`src/rtl/sssp_pkg.sv`:
```
// Package for the shortest path block: sizes, word types and cell control.
// No dependencies.
`timescale 1ns / 1ps
package sssp_pkg;
    localparam int NODES       = 16;
    localparam int WEIGHT_BITS = 16;
    localparam int NODE_BITS   = 4;
    localparam int IDX_BITS    = (NODES > 1) ? $clog2(NODES) : 1;
    localparam int DIST_BITS   = WEIGHT_BITS + IDX_BITS + 1;
    localparam int ADDR_BITS   = 2 * IDX_BITS;
    localparam int MAT_DEPTH   = NODES * NODES;
    localparam int OUT_DIST_BITS = 20;
    localparam logic [OUT_DIST_BITS-1:0] DIST_SAT = '1;

    typedef struct packed {
        logic [3:0]  from_node;
        logic [3:0]  to_node;
        logic [15:0] weight;
        logic        last_edge;
    } t_in_word;

    typedef struct packed {
        logic [3:0]  node;
        logic [19:0] distance;
        logic        reachable;
        logic [3:0]  predecessor;
        logic        has_predecessor;
        logic        last_result;
    } t_out_word;

    typedef enum logic [2:0] {
        ST_LOAD, ST_INIT, ST_SELECT, ST_RELAX, ST_EMIT, ST_CLEAR
    } t_state;

    // Control broadcast from the sequencer to every cell.
    typedef struct packed {
        logic                 init;      // clear done/reached, mark start
        logic [IDX_BITS-1:0]  start;
        logic                 start_ok;
        logic                 mark;      // set done on the selected node
        logic [IDX_BITS-1:0]  sel;
        logic                 relax;     // relax one edge
        logic [IDX_BITS-1:0]  dst;
        logic [DIST_BITS-1:0] cand;
        logic                 wnz;
        logic                 shift;     // rotate result chain one place
    } t_cell_ctrl;
endpackage

```
`src/rtl/sssp_cell.sv`:
```
// One node cell: holds distance, predecessor, reached and done for its node,
// and registers the running minimum and result data for its neighbor. Uses sssp_pkg.
`timescale 1ns / 1ps
module sssp_cell (
    input  logic                               i_clk,
    input  logic                               i_rst_n,
    input  logic [sssp_pkg::IDX_BITS-1:0]      i_id,
    input  sssp_pkg::t_cell_ctrl               i_ctrl,
    input  logic                               i_min_vld,
    input  logic [sssp_pkg::DIST_BITS-1:0]     i_min_dist,
    input  logic [sssp_pkg::IDX_BITS-1:0]      i_min_idx,
    output logic                               o_min_vld,
    output logic [sssp_pkg::DIST_BITS-1:0]     o_min_dist,
    output logic [sssp_pkg::IDX_BITS-1:0]      o_min_idx,
    input  logic                               i_res_reach,
    input  logic [sssp_pkg::DIST_BITS-1:0]     i_res_dist,
    input  logic [sssp_pkg::IDX_BITS-1:0]      i_res_pred,
    output logic                               o_res_reach,
    output logic [sssp_pkg::DIST_BITS-1:0]     o_res_dist,
    output logic [sssp_pkg::IDX_BITS-1:0]      o_res_pred
);
    import sssp_pkg::*;
    logic                 r_reached, r_done;
    logic [DIST_BITS-1:0] r_dist;
    logic [IDX_BITS-1:0]  r_pred;
    logic                 w_mine;
    logic                 w_min_vld;
    logic [DIST_BITS-1:0] w_min_dist;
    logic [IDX_BITS-1:0]  w_min_idx;
    logic                 r_min_vld;
    logic [DIST_BITS-1:0] r_min_dist;
    logic [IDX_BITS-1:0]  r_min_idx;

    // Candidate for the minimum; strict less keeps the lower index on ties
    // since the chain runs from node 0 upward.
    assign w_mine = r_reached && !r_done;
    always_comb begin
        w_min_vld  = i_min_vld;
        w_min_dist = i_min_dist;
        w_min_idx  = i_min_idx;
        if (w_mine && (!i_min_vld || r_dist < i_min_dist)) begin
            w_min_vld  = 1'b1;
            w_min_dist = r_dist;
            w_min_idx  = i_id;
        end
    end

    // The running minimum moves one cell per cycle.
    always_ff @(posedge i_clk) begin
        if (!i_rst_n) begin
            r_min_vld <= 1'b0;
        end else begin
            r_min_vld <= w_min_vld;
        end
        r_min_dist <= w_min_dist;
        r_min_idx  <= w_min_idx;
    end
    assign o_min_vld   = r_min_vld;
    assign o_min_dist  = r_min_dist;
    assign o_min_idx   = r_min_idx;
    assign o_res_reach = r_reached;
    assign o_res_dist  = r_dist;
    assign o_res_pred  = r_pred;

    always_ff @(posedge i_clk) begin
        if (!i_rst_n) begin
            r_reached <= 1'b0;
            r_done    <= 1'b0;
        end else if (i_ctrl.init) begin
            r_done    <= 1'b0;
            r_reached <= i_ctrl.start_ok && (i_ctrl.start == i_id);
            r_dist    <= '0;
        end else if (i_ctrl.mark) begin
            if (i_ctrl.sel == i_id) begin
                r_done <= 1'b1;
            end
        end else if (i_ctrl.relax) begin
            if (i_ctrl.dst == i_id && i_ctrl.wnz && !r_done &&
                (!r_reached || i_ctrl.cand < r_dist)) begin
                r_reached <= 1'b1;
                r_dist    <= i_ctrl.cand;
                r_pred    <= i_ctrl.sel;
            end
        end else if (i_ctrl.shift) begin
            r_reached <= i_res_reach;
            r_dist    <= i_res_dist;
            r_pred    <= i_res_pred;
        end
    end
endmodule

```
`config.mk`:
```
export PLATFORM = sky130hd
export DESIGN_NAME = sssp_cell
export DESIGN_NICKNAME = d
export VERILOG_FILES = /design/src/rtl/sssp_pkg.sv /design/src/rtl/sssp_cell.sv
export SDC_FILE = /design/constraint.sdc
export NUM_CORES = 1
export LEC_CHECK = 0
export BUFFER_PORTS_ARGS = -buffer_cell sky130_fd_sc_hd__buf_2
export CAP_MARGIN = 20
export CORE_MARGIN = 2
export CORE_UTILIZATION = 35
export DETAILED_ROUTE_END_ITERATION = 8
export PLACE_DENSITY_LB_ADDON = 0.25
export SLEW_MARGIN = 30
export SYNTH_ARGS = -nofsm -noshare
export SYNTH_HDL_FRONTEND = slang
export SYNTH_SLANG_ARGS = --single-unit
```
`constraint.sdc`:
```
create_clock -name i_clk -period 6.8 [get_ports i_clk]
set_clock_uncertainty 0.2 [all_clocks]
set_input_delay 1.02 -clock i_clk [delete_from_list [all_inputs] [get_ports i_clk]]
set_output_delay 1.02 -clock i_clk [all_outputs]
set_load 0.01 [all_outputs]
```
==> results.ini <==
[status]
run_status=completed

[critical_path]
crit_family=simple AND/OR/NAND/NOR gates
slowest_delay_ps=830
crit_arrival_ps=3720
r2r_start=o_res_dist[20]
reg2regPathDepth=6
rr_endpoint=o_min_dist[3]
crit_fanout=26
path_cells=buf_2 -> inv_1 -> ha_1 -> nand4_1 -> nor4_2 -> a22o_2 -> or2_1 -> o211ai_1
rrSetupSlack_ps=3360
startpoint_type=input port
cp.required_ps=6740
crit_type=input port to flip-flop
crit_slowest_cell=or2_1
cp-end-kind=flip-flop
crit_buf_inv=2

[clocking]
cts_tree=built
clk_pin_slew_ps=70
insertion_delay_ps=290
ctsResizeCount=0
cts_buffer_depth=2
ctsRootBufferMaster=clkbuf_16
post_cts.repair.setup_buffers=0
cts_hold_buf=0
cts_num_sinks=53
cts_buffers=5
htreeDepth=2

[floorplan]
initial_core_util_pct=36.27
placementRows=39
pin_count=149
die_h_um=113.5
fp.dieArea_mm2=0.01287
die_w_um=113.5
coreArea_mm2=0.01156

[timing]
grt_setup_unrepaired=no
worst_slew_pin_slew_ps=977.3
min_period_ps=3783
fin_tns_setup_ps=0
fin_ws_ps=3017
max_slew_margin_pct=34.84
hold_violations=0
setup_violations=0
fmax_mhz=264.3
slew_viol_final=0
period_share_pct=55.63

[yosys]
async_reset_ff_share_pct=0
mappedNetlistNets=615
ys_ff_latch=53
ys_warn_count=0
syn_inst=478
synth-edff-count=25
synth_top_area_share_pct=17.90
synth_top_area_cell=edfxtp_1
ys_types=44
netlist_area_mm2=0.004194
seq_area_frac_synth_pct=31.26
avgSynthCellArea_um2=8.774
synth.area.top_cells=edfxtp_1 18%, o211ai_1 14%, dfxtp_1 13%
yosys_most_used_dff=dfxtp_1

[global_routing]
grt_pass1_vias=3897
busiest_layer=met2
grt_pass1_wl_um=21130
grt_usage_pct=20.61
use_met2_pct=31.26
overflow=0
use_met1_pct=30.60
grt_max_degree=77
met3_usage_pct=3.613
antenna_found_initial=0

[place]
hpwlAfterDp_um=10130
numPortBuffers=148
gp_congestion=0.8864
dp_slack_ps=2436

[finish]
multiInputGateArea_mm2=0.002571
nFillCells=1133
n_antenna_cell=0
area_delta_synth_final_pct=23.66
seq_area_mm2=0.001311
drive_gt1_share_pct=28.57
finalNetCount=738

[routing]
viasPerCell=5.632
wl_um=13480
drt_iter0_markers=215
via_count=4196
wire_per_inst_um=18.10
ant_nets=0
dr.pass1.iters=5
drc=0

[worst_hold_path]
min-delay-path-class=flip-flop to flip-flop
hold_depth=2
holdPathEnd=r_done
hp-start=r_done

[job]
cap_violations=0

[pwr]
power_density_mw_per_mm2=174.4
cellLeakagePower_nw=2.312
peakVddDrop_mv=0.09801

==> cells in the final DEF, fill, tap and decap left out, drive strengths merged, types with 2 or more instances in the layout <==
cell	count
a211oi	4
a21o	3
a21oi	12
a22o	2
a31oi	2
a41oi	25
buf	153
clkbuf	7
dfxtp	28
edfxtp	25
ha	40
inv	47
mux2	4
mux2i	21
nand2	34
nand2b	10
nand4	7
nor2	32
nor3	3
nor4	3
o211ai	76
o21a	4
o21ai	13
o221ai	2
o31ai	21
xnor2	4
xor2	6
==> worst register-to-register path, cell delays in order (launching register included) <==
cell and delay [ps]:
edfxtp_1 490, ha_1 350, nand4_1 200, nor4_2 420, a22o_2 560, or2_1 840
o211ai_1 230
==> how the worst max path moves through the flow <==
stage,from,depth (start not counted),to
floorplan,i_ctrl[32],5,o_res_dist[0]
global placement,i_min_dist[18],8,o_min_dist[6]
detailed placement,i_min_dist[18],8,o_min_dist[12]
CTS,i_min_dist[18],8,o_min_dist[12]
global route,i_min_dist[20],8,o_min_dist[13]
finish,i_min_dist[18],8,o_min_dist[3]
==> kinds of logic (layout without fill, tap and decap cells) <==
kind of cell             after synthesis  count (layout)  synth area share [%]
AO/OA/AOI/OAI                        171             171                 30.28
AND/OR/NAND/NOR                       94              94                 10.26
buffers and inverters                 85             209                 8.085
flip-flops                            53              53                 31.26
adder cells (fa/ha/maj)               40              40                 11.93
multiplexers                          25              25                 6.086
XOR/XNOR                              10              10                 2.088
==> layout make-up <==
class	instances	area share, %
clock buffers	6	2.485
well taps	143	3.450
repair buffers	154	15.15
flip-flops and latches	53	25.28
multi-input cells	340	49.58
inverters	47	3.402
clock inverters	2	0.6514
==> sequential cells by signal, summed over array words and instances (netlist names) <==
name,flops
o_min_dist,21
r_done,1
o_res_reach,1
o_res_pred,4
o_res_dist,21
o_min_idx,4
o_min_vld,1
==> routing by layer <==
layer | vias to the layer above | share of wire, % | routed length [um]
li1 | 2075 | - | -
met1 | 1913 | 46 | 6219
met2 | 193 | 45 | 6083
met3 | 15 | 7.4 | 1002
met4 | 0 | 1.3 | 178
met5 | - | 0 | 0
==> metrics by stage <==
| stage | total power (W) | hold WS, ps | instance area [um2] | std cells | util (%) |
|---|---|---|---|---|---|
| global placement | 0.0006117 | 319.6 | 5001 | 736 | 43.24 |
| global route | 0.0009504 | 407.8 | 5186 | 745 | 44.84 |
| floorplan | 0.0005162 | 265.8 | 4194 | 478 | - |
| CTS | 0.0009064 | 337.0 | 5171 | 744 | 44.71 |
| detailed placement | 0.0006165 | 320.4 | 5009 | 736 | 43.31 |
| finish | 0.0009046 | 339.1 | 5186 | 745 | 44.84 |
==> report_power, final <==
group	switching [W]	total, W	internal (W)	leakage, nW
Sequential	0.0000136	0.000373	0.000359	0.482
Combinational	0.000143	0.000238	0.0000955	1.75
Clock	0.000121	0.000294	0.000173	0.0785
==> cells in the mapped netlist, types with 4 or more instances <==
library cell	number
xnor2_1	4
xor2_1	6
o21ai_0	12
o21a_1	4
inv_1	47
mux2_2	4
nand2_1	34
o31ai_1	20
clkbuf_1	27
o211ai_1	76
nor2_1	32
a21oi_1	12
a41oi_1	25
buf_2	7
nand2b_1	10
mux2i_1	21
a211oi_1	4
dfxtp_1	28
ha_1	40
nand4_1	7
edfxtp_1	25
(Power assumes the default switching activity.)
