`src/rtl/sssp_ram.sv`:
```
// Generic single-port-write, single-read RAM with registered read.
// No dependencies.
`timescale 1ns / 1ps
module sssp_ram #(
    parameter int WIDTH = 8,
    parameter int DEPTH = 16
) (
    input  logic                     i_clk,
    input  logic                     i_we,
    input  logic [$clog2(DEPTH)-1:0] i_waddr,
    input  logic [WIDTH-1:0]         i_wdata,
    input  logic [$clog2(DEPTH)-1:0] i_raddr,
    output logic [WIDTH-1:0]         o_rdata
);
    logic [WIDTH-1:0] r_mem [DEPTH];
    always_ff @(posedge i_clk) begin
        if (i_we) begin
            r_mem[i_waddr] <= i_wdata;
        end
        o_rdata <= r_mem[i_raddr];
    end
endmodule

```
`config.mk`:
```
export PLATFORM = sky130hd
export DESIGN_NAME = sssp_ram
export DESIGN_NICKNAME = d
export VERILOG_FILES = /design/src/rtl/sssp_ram.sv
export SDC_FILE = /design/constraint.sdc
export NUM_CORES = 1
export LEC_CHECK = 0
export ABC_AREA = 1
export BUFFER_PORTS_ARGS = -buffer_cell sky130_fd_sc_hd__buf_2
export CORE_ASPECT_RATIO = 0.8
export CORE_UTILIZATION = 45
export CTS_CLUSTER_DIAMETER = 120
export DETAILED_ROUTE_END_ITERATION = 16
export GPL_TIMING_DRIVEN = 0
export PLACE_DENSITY = 0.6
export SYNTH_ARGS = -nofsm -noshare
export SYNTH_HDL_FRONTEND = slang
export SYNTH_SLANG_ARGS = --single-unit
```
`constraint.sdc`:
```
create_clock -name i_clk -period 1.19 [get_ports i_clk]
set_input_delay 0.119 -clock i_clk [delete_from_list [all_inputs] [get_ports i_clk]]
set_output_delay 0.119 -clock i_clk [all_outputs]
set_load 0.02 [all_outputs]
```
==> metrics.cfg, run 1 <==
[clock_network]
cts.sinks = 136
ctsHtreeMaxLevel = 4
cts_buffer_depth = 2
numCtsBuffers = 17
cts-root-buf = clkbuf_16
cts_setup_buffers = 0
clk_pin_slew_worst_paths_ps = 50
cts_tree = built
clk_latency_ps = 420

[sta]
fin_skew_ps = 6.87
slew_headroom_pct = 38.4
report.final.slew_viol_count = 0
setup_violations = 0
rsz0062_at_grt = true
whs_ps = 110
period_needed_ps = 1130
min_period_over_period_pct = 94.6
hold_viol = 0
worst_pin_slew_ps = 920
max_freq_ghz = 0.889

[power_and_ir_drop]
p_per_area_nw_per_um2 = 1680
ir_drop_v = 0.00118
p_leak_nw = 2.90

[flow_run]
drv_cap = 0

[synth]
synth_warnings = 0
syn_inst = 551
ys_seq_elements = 136
synth.net_count = 569
avgSynthCellArea_um2 = 10.5
synth_area_um2 = 5770
synth.distinct_cells = 12
synth_seq_area_share_pct = 69.4

[floorplan]
dieHeight_um = 103
start_util_pct = 46.7
dieArea_um2 = 13300
placementRows = 36
die_w_um = 129
ios = 26
core-area_um2 = 12300

[cells_and_area]
final_layout_size_suffix_gt1_share_pct = 13.2
num-nets-final = 610
diodes = 0
synthToLayoutAreaGrowth_pct = 15.8
design_area_um2 = 6680

[grt]
grt_antenna_before_repair = 0
grt_usage_pct = 23.2
grt-ovfl-total = 0
first_global_vias = 3652
grt_max_degree = 17
grt_pass1_wl_um = 21300

[drt]
routed_via_density = 4.94
top_layer_used = met4
drtAntennaViolNets = 0
drt_iter0_markers = 330
num_vias = 3835
met2WireLength_um = 5860
wl_per_cell_um = 17.8
drt_wl_total_um = 13800
dr.pass1.iters = 5
drcViolationCount = 0
wl_met3_um = 1040
met1_length_um = 6670

[worst_setup_path]
cp.arrival_ps = 1160
end_kind = flop
crit_fanout = 8
cp.required_ps = 1230
critical_path_class = input port to flop
start_kind = input port

[place]
gp_congestion = 0.846
portBuffers = 22
place_area_um2 = 6090
dp_hpwl_um = 9160

[run_status]
status = completed

[hold_path]
hold_path_class = input port to flop

==> cells in the final DEF (no fill, tap or decap) <==
master and n:
nand2_1 173, edfxtp_1 128, inv_1 100, nand3_1 97
buf_2 35, clkbuf_16 17, nor2_1 13, dfxtp_1 8
buf_6 6, clkinv_2 6, buf_4 4, nor2_2 4
clkbuf_8 3, clkbuf_1 3, inv_2 2, nand3b_1 2
bufinv_16 2, buf_1 1, clkinvlp_4 1
==> metrics by stage <==
step / power, mW / std cells / setup slack, ps / util [%] / setup TNS [ps]
floorplan: 5.90 / 551 / 120 / - / 0
detailed placement: 6.21 / 744 / -408 / 49.4 / -38380
CTS: 11.3 / 776 / 25.5 / 54.0 / 0
global route: 11.5 / 776 / -5.62 / 54.1 / -28.5
global placement: 6.20 / 744 / -381 / 49.4 / -35560
finish: 11.2 / 776 / 64.6 / 54.1 / 0
==> flip-flops by register name (all words and copies together), names as in the netlist <==
signal and cells:
r_mem 128, o_rdata 8
==> cells in the mapped netlist <==
library cell | n | share of area, %
buf_1 | 1 | 0.065
inv_2 | 2 | 0.13
buf_2 | 13 | 1.1
nand2_1 | 173 | 11
nor2_1 | 17 | 1.1
buf_6 | 6 | 1.2
dfxtp_1 | 8 | 2.8
inv_1 | 100 | 6.5
nand3b_1 | 2 | 0.26
buf_4 | 4 | 0.52
nand3_1 | 97 | 8.4
edfxtp_1 | 128 | 67
==> power breakdown <==
part | switching (mW) | internal [mW] | total [mW]
registers | 0.0247 | 5.36 | 5.38
logic | 0.532 | 0.207 | 0.738
clock network | 1.86 | 3.22 | 5.08
total | 2.41 | 8.79 | 11.2
==> timing repair <==
action / in CTS / in global routing
resized for setup: 0 / 4
hold endpoints to repair: 0 / 0
endpoints found under the setup margin: 0 / 20
hold buffers: 0 / 0
==> cells by family after synthesis <==
kind of cell,share of synthesized area [%]
buffers and inverters,9.52
AND/OR/NAND/NOR,21.0
flip-flops,69.4
==> layout make-up <==
type,count,area [um2]
plain buffers,24,166
clock buffers,23,478
clock inverters,9,97.6
fillers,1120,5670
inverters,102,383
multi-input cells,289,1220
flip-flops and latches,136,4000
well taps,171,214
repair buffers,22,110
==> worst max-delay path, cell delays in order <==
cell     delay (ps)
buf_2           120
inv_1            60
nand2_1         120
nor2_1          740
==> final timing paths <==
| path | start | to | slack, ps | cells after the start |
|---|---|---|---|---|
| setup / recovery | i_waddr[1] | r_mem[13][3] | 60 | 4 |
| hold / removal | i_wdata[2] | r_mem[8][2] | 110 | 1 |
| setup reg to reg | r_mem[11][5] | o_rdata[5] | 170 | 6 |
| hold reg to reg | r_mem[6][2] | o_rdata[2] | 700 | 6 |
==> routing by layer <==
metal,global-route usage [%],vias to the layer above
met4,8.87,0
li1,-,1856
met3,6.84,21
met1,33.1,1815
met2,33.7,143
met5,0,-
(Power assumes the default switching activity.)
==> run 2, diff against run 1 <==
--- a/config.mk
+++ b/config.mk
@@ -13,6 +13,7 @@
 export DETAILED_ROUTE_END_ITERATION = 16
 export GPL_TIMING_DRIVEN = 0
 export PLACE_DENSITY = 0.6
+export RECOVER_POWER = 50
 export SYNTH_ARGS = -nofsm -noshare
 export SYNTH_HDL_FRONTEND = slang
 export SYNTH_SLANG_ARGS = --single-unit
==> run 2 against run 1 <==
Against the previous run: die area unchanged; power barely moved; wire length grew 0.10%; first-iteration DRC count rose by 1.2%; clock power about the same; cell area decreased by 0.17%; via count fell by 0.37%; worst hold slack better by 35 ps; core utilization shrank 0.091 points; sequential power about the same; global-route usage did not move; largest power group unchanged.
==> metrics.cfg, run 2 (synthesis results as in run 1) <==
[cells_and_area]
largest_register_ffs = 128  ; unchanged
seqCellArea_um2 = 4000  ; unchanged
multi_input_area_um2 = 1220  ; unchanged
final_layout_size_suffix_gt1_share_pct = 11.7  ; -1.5 points
synthToLayoutAreaGrowth_pct = 15.6
top_regs = r_mem (128), o_rdata (8)
fillers = 1120  ; unchanged
regMostFlops = r_mem
diodes = 0  ; unchanged
finalNonFillerCells = 776  ; unchanged
utilization_pct = 54.0  ; -0.091 points
num-nets-final = 610  ; unchanged
final_common_cell = nand2_1
final_cell_mix = nand2_1 (173), edfxtp_1 (128), inv_1 (100)
design_area_um2 = 6670  ; -0.17%

[worst_setup_path]
crit_family = simple AND/OR/NAND/NOR gates
reg2reg_from = r_mem[10][4]
cp_slowest_cell = nor2_1
cp.required_ps = 1230  ; about the same
start_kind = input port
critPathLaunch = i_waddr[0]
crit_fanout = 8  ; unchanged
max_stage_delay_ps = 740  ; about the same
worst-path-buf-inv = 1  ; -1
reg2reg_to = o_rdata[4]
critical_path_class = input port to flop
cp.arrival_ps = 1170  ; about the same
end_kind = flop
crit_chain = clkbuf_1 -> nand2_1 -> nor2_1
r2r_slack_ps = 180  ; about the same
reg2regPathDepth = 6  ; unchanged

[clock_network]
clk_latency_ps = 420  ; about the same
ctsHtreeMaxLevel = 4  ; unchanged
cts-resized-gates = 0  ; unchanged
cts_buffer_depth = 2  ; unchanged
clk_pin_slew_worst_paths_ps = 50  ; about the same
cts.sinks = 136  ; unchanged
cts_hold_buf = 0  ; unchanged
cts_tree = built
numCtsBuffers = 17  ; unchanged
cts_setup_buffers = 0  ; unchanged
cts-root-buf = clkbuf_16

[sta]
whs_ps = 145  ; +35.1 ps
min_period_over_period_pct = 95.3  ; +0.73 points
worst_pin_slew_ps = 920  ; -0.302 ps
rsz0062_at_grt = true
setup_violations = 0  ; unchanged
fin_skew_ps = 5.98  ; -0.889 ps
period_needed_ps = 1130  ; +8.72 ps
hold_viol = 0  ; unchanged
report.final.slew_viol_count = 0  ; unchanged
max_freq_ghz = 0.882  ; -0.77%
slew_headroom_pct = 38.5  ; about the same

[power_and_ir_drop]
p_per_area_nw_per_um2 = 1680  ; +0.14%
p_leak_nw = 2.87  ; -0.86%
ir_drop_v = 0.00118  ; -0.15%

[floorplan]
dieArea_um2 = 13300  ; unchanged
dieHeight_um = 103  ; unchanged
placementRows = 36  ; unchanged
die_w_um = 129  ; unchanged
start_util_pct = 46.7  ; unchanged
core-area_um2 = 12300  ; unchanged
ios = 26  ; unchanged

[hold_path]
min_from = i_raddr[2]
hold_path_class = input port to flop
hold_depth = 4  ; +3
whs_endpoint = o_rdata[4]

[grt]
grt_pass1_wl_um = 21300  ; unchanged
grt_max_degree = 17  ; unchanged
grt_usage_pct = 23.2  ; unchanged
grt-ovfl-total = 0  ; unchanged
grt_antenna_before_repair = 0  ; unchanged
first_global_vias = 3652  ; unchanged

[place]
dp_hpwl_um = 9160  ; unchanged
portBuffers = 22  ; unchanged
gp_congestion = 0.846  ; unchanged
dp_cells = 744  ; unchanged
place_area_um2 = 6090  ; unchanged

[drt]
dr.pass1.iters = 5  ; unchanged
drtAntennaViolNets = 0  ; unchanged
wl_per_cell_um = 17.9  ; +0.10%
drt_wl_total_um = 13900  ; +0.10%
drcViolationCount = 0  ; unchanged
drt_iter0_markers = 334  ; +1.2%
num_vias = 3821  ; -0.37%
routed_via_density = 4.92  ; -0.37%

[flow_run]
drv_cap = 0  ; unchanged

[run_status]
status = completed

[run 2: tightest hold or removal path, delay by kind of cell]
kind / cells / cell delay, ps
and+or+nand+nor: 3 / 240
buffers and inverters: 1 / 160
[run 2: per-stage QoR]
| step | setup slack (ps) | power [mW] | TNS, ps |
|---|---|---|---|
| global placement | -381 | 6.20 | -35560 |
| global route | -5.62 | 11.5 | -28.5 |
| detailed placement | -408 | 6.21 | -38380 |
| CTS | 25.5 | 11.3 | 0 |
| floorplan | 120 | 5.90 | 0 |
| finish | 55.9 | 11.2 | 0 |
[run 2: layer usage]
layer  wire (um)  part of all wire [%]  vias up  track usage (%)
met3        1160                   8.4       20             6.84
met1        6490                    47     1801             33.1
met4         266                   1.9        0             8.87
met2        5940                    43      144             33.7
li1            -                     -     1856                -
met5           0                     0        -                0
[run 2: where the power goes]
part	leakage [nW]	internal, mW	switching (mW)
clock network	0.286	3.22	1.86
logic	1.36	0.202	0.533
registers	1.22	5.36	0.0246
total	2.87	8.79	2.41
[run 2: area by class of cell]
| type | count | share of cell area, % |
|---|---|---|
| buffer | 24 | 2.50 |
| clock buffer | 23 | 7.17 |
| clock inverter | 9 | 1.46 |
| inverter | 102 | 5.74 |
| multi-input combinational | 289 | 18.4 |
| sequential | 136 | 60.1 |
| tap | 171 | 3.21 |
| timing repair buffer | 22 | 1.48 |
[run 2: worst max path at each step]
stage / to / slack, ps / depth (start not counted)
floorplan: r_mem[10][0] / 120 / 2
global placement: r_mem[5][6] / -380 / 3
CTS: r_mem[5][7] / 30 / 3
global route: r_mem[10][4] / -6 / 3
detailed placement: r_mem[5][6] / -410 / 3
finish: r_mem[13][3] / 60 / 3
==> run 3, diff against run 2 <==
--- a/config.mk
+++ b/config.mk
@@ -7,13 +7,13 @@
 export LEC_CHECK = 0
 export ABC_AREA = 1
 export BUFFER_PORTS_ARGS = -buffer_cell sky130_fd_sc_hd__buf_2
-export CORE_ASPECT_RATIO = 0.8
 export CORE_UTILIZATION = 45
 export CTS_CLUSTER_DIAMETER = 120
 export DETAILED_ROUTE_END_ITERATION = 16
 export GPL_TIMING_DRIVEN = 0
 export PLACE_DENSITY = 0.6
 export RECOVER_POWER = 50
+export SLEW_MARGIN = 15
 export SYNTH_ARGS = -nofsm -noshare
 export SYNTH_HDL_FRONTEND = slang
 export SYNTH_SLANG_ARGS = --single-unit
==> run 3 against run 2 <==
Against the previous run: the run now ends with negative setup slack left; non-clock buffer count stayed put; combinational power decreased by 2%; critical path depth unchanged; final cell count down 0.39%; fmax fell by 6.7%; clock-buffer cell count decreased by 5; wire length down 0.21%; critical path type unchanged; critical endpoint is now r_mem[7][5].
==> metrics.cfg, run 3 (synthesis results as in run 1) <==
[run_status]
status = finished with violations
violations = negative setup slack

[floorplan]
ios = 26  ; unchanged
dieHeight_um = 115  ; +12%
core-area_um2 = 12300  ; -0.65%
die_w_um = 115  ; -10%
placementRows = 40  ; +11%
start_util_pct = 47.0  ; +0.31 points
dieArea_um2 = 13300  ; about the same

[sta]
period_needed_ps = 1220  ; +82.1 ps
rsz0062_at_grt = true
slew_headroom_pct = 33.7  ; -4.7 points
min_period_over_period_pct = 102  ; +6.9 points
fin_skew_ps = 3.95  ; -2.03 ps
report.final.slew_viol_count = 0  ; unchanged
worst_pin_slew_ps = 990  ; +70.5 ps
setup_tns_ps = -191  ; -191 ps
max_freq_ghz = 0.822  ; -6.7%
fin_ws_ps = -26.2  ; -82.1 ps
hold_viol = 0  ; unchanged
setup_violations = 8  ; +8
whs_ps = 130  ; -15.1 ps

[clock_network]
clk_pin_slew_worst_paths_ps = 50  ; about the same
cts_tree = built
cts_setup_buffers = 0  ; unchanged
cts-root-buf = clkbuf_16
clk_latency_ps = 420  ; about the same
numCtsBuffers = 17  ; unchanged
cts_buffer_depth = 2  ; unchanged
cts.sinks = 136  ; unchanged
ctsHtreeMaxLevel = 4  ; unchanged

[place]
portBuffers = 22  ; unchanged
dp_hpwl_um = 9000  ; -1.8%
place_area_um2 = 6090  ; about the same
dp_cells = 741  ; -0.40%
gp_congestion = 0.877  ; +3.7%
pre_cts_ws_ps = -471  ; -63.0 ps

[drt]
drt_wl_total_um = 13800  ; -0.21%
drtAntennaViolNets = 0  ; unchanged
drcViolationCount = 0  ; unchanged
dr.pass1.iters = 6  ; +1
num_vias = 3819  ; -0.052%
routed_via_density = 4.94  ; +0.34%
wl_per_cell_um = 17.9  ; +0.18%
drt_iter0_markers = 342  ; +2.4%

[power_and_ir_drop]
pwr-share-clk_pct = 44.0  ; -1.4 points
netSwitchingPower_mw = 2.45  ; +1.6%
comb_power_share_pct = 6.6  ; about the same
p_sw_share_pct = 22.5  ; +0.94 points
power_frac_seq_pct = 49.4  ; +1.3 points
power_mw = 10.9  ; -2.7%
p_int_mw = 8.45  ; -3.9%
ir_drop_v = 0.000713  ; -40%
p_leak_nw = 2.86  ; -0.58%
p_per_area_nw_per_um2 = 1640  ; -2.2%

[cells_and_area]
num-nets-final = 610  ; unchanged
final_common_cell = nand2_1
largest_register_ffs = 128  ; unchanged
finalNonFillerCells = 773  ; -0.39%
final_cell_mix = nand2_1 (173), edfxtp_1 (128), inv_1 (100)
design_area_um2 = 6630  ; -0.53%
final_layout_size_suffix_gt1_share_pct = 12.1  ; +0.33 points
diodes = 0  ; unchanged
top_regs = r_mem (128), o_rdata (8)
utilization_pct = 54.1  ; +0.067 points
regMostFlops = r_mem
synthToLayoutAreaGrowth_pct = 15.0

[worst_setup_path]
max_stage_delay_ps = 790  ; +50 ps
worst-path-buf-inv = 1  ; unchanged
crit_fanout = 8  ; unchanged
cp_slowest_cell = nor2_1
crit_chain = buf_2 -> nand3b_1 -> nor2_1
crit_family = simple AND/OR/NAND/NOR gates
cp.required_ps = 1230  ; about the same
cp.arrival_ps = 1260  ; +90 ps
critical_path_class = input port to flop
end_kind = flop
start_kind = input port

[grt]
grt_antenna_before_repair = 0  ; unchanged
grt_pass1_wl_um = 21300  ; about the same
grt-ovfl-total = 0  ; unchanged
first_global_vias = 3777  ; +3.4%
grt_usage_pct = 23.4  ; +0.15 points
grt_max_degree = 17  ; unchanged

[flow_run]
drv_cap = 0  ; unchanged

[hold_path]
hold_path_class = input port to flop

run 3: cell types whose count changed in the layout (fill, tap and decap cells not counted):
cell,before,now
clkinvlp_4,1,4
clkbuf_1,12,8
bufinv_16,2,1
clkbuf_8,3,1
clkinv_4,0,1
buf_2,26,27
nor2_2,4,2
clkinv_2,6,8
nor2_1,13,15
run 3: final timing paths:
path	start	endpoint	slack, ps	cells past startpoint
setup reg to reg	r_mem[11][5]	o_rdata[5]	130	6
hold reg to reg	r_mem[6][7]	o_rdata[7]	710	6
hold / removal	i_raddr[2]	o_rdata[0]	130	4
setup / recovery	i_waddr[3]	r_mem[7][5]	-30	3
run 3: power by group through the flow:
| stage | sequential, mW | combinational [mW] | clock (mW) |
|---|---|---|---|
| 5_1_grt | 5.39 | 0.791 | 5.07 |
| 6_report | 5.39 | 0.722 | 4.79 |
| 4_1_cts | 5.38 | 0.726 | 4.88 |
| 3_3_place_gp | 5.48 | 0.717 | 0 |
| 2_1_floorplan | 5.52 | 0.378 | 0 |
| 3_5_place_dp | 5.48 | 0.721 | 0 |
run 3: per-layer routing:
metal  GRT usage (%)  vias up  wire length (um)
li1                -     1856                 -
met3            7.75       24              1110
met5               0        -                 0
met2            35.9      143              6390
met1            30.1     1796              6000
met4            10.7        0               323
run 3: area by class of cell:
cell class / instances / area, um2
Inverter: 102 / 383
Clock inverter: 14 / 109
Sequential cell: 136 / 4000
Multi-Input combinational cell: 289 / 1220
Buffer: 24 / 166
Clock buffer: 18 / 439
Timing Repair Buffer: 22 / 100
Fill cell: 1103 / 5630
Tap cell: 168 / 210
run 3: worst min-delay path, delay by kind of cell:
kind	cells	cell delay, ps
buffers and inverters	1	150
AND/OR/NAND/NOR	3	240
run 3: what timing repair did:
item | in CTS | in global routing
resized for setup | 0 | 2
endpoints found under the setup margin | 8 | 40
cloned | 0 | 0
hold buffers | 0 | 0
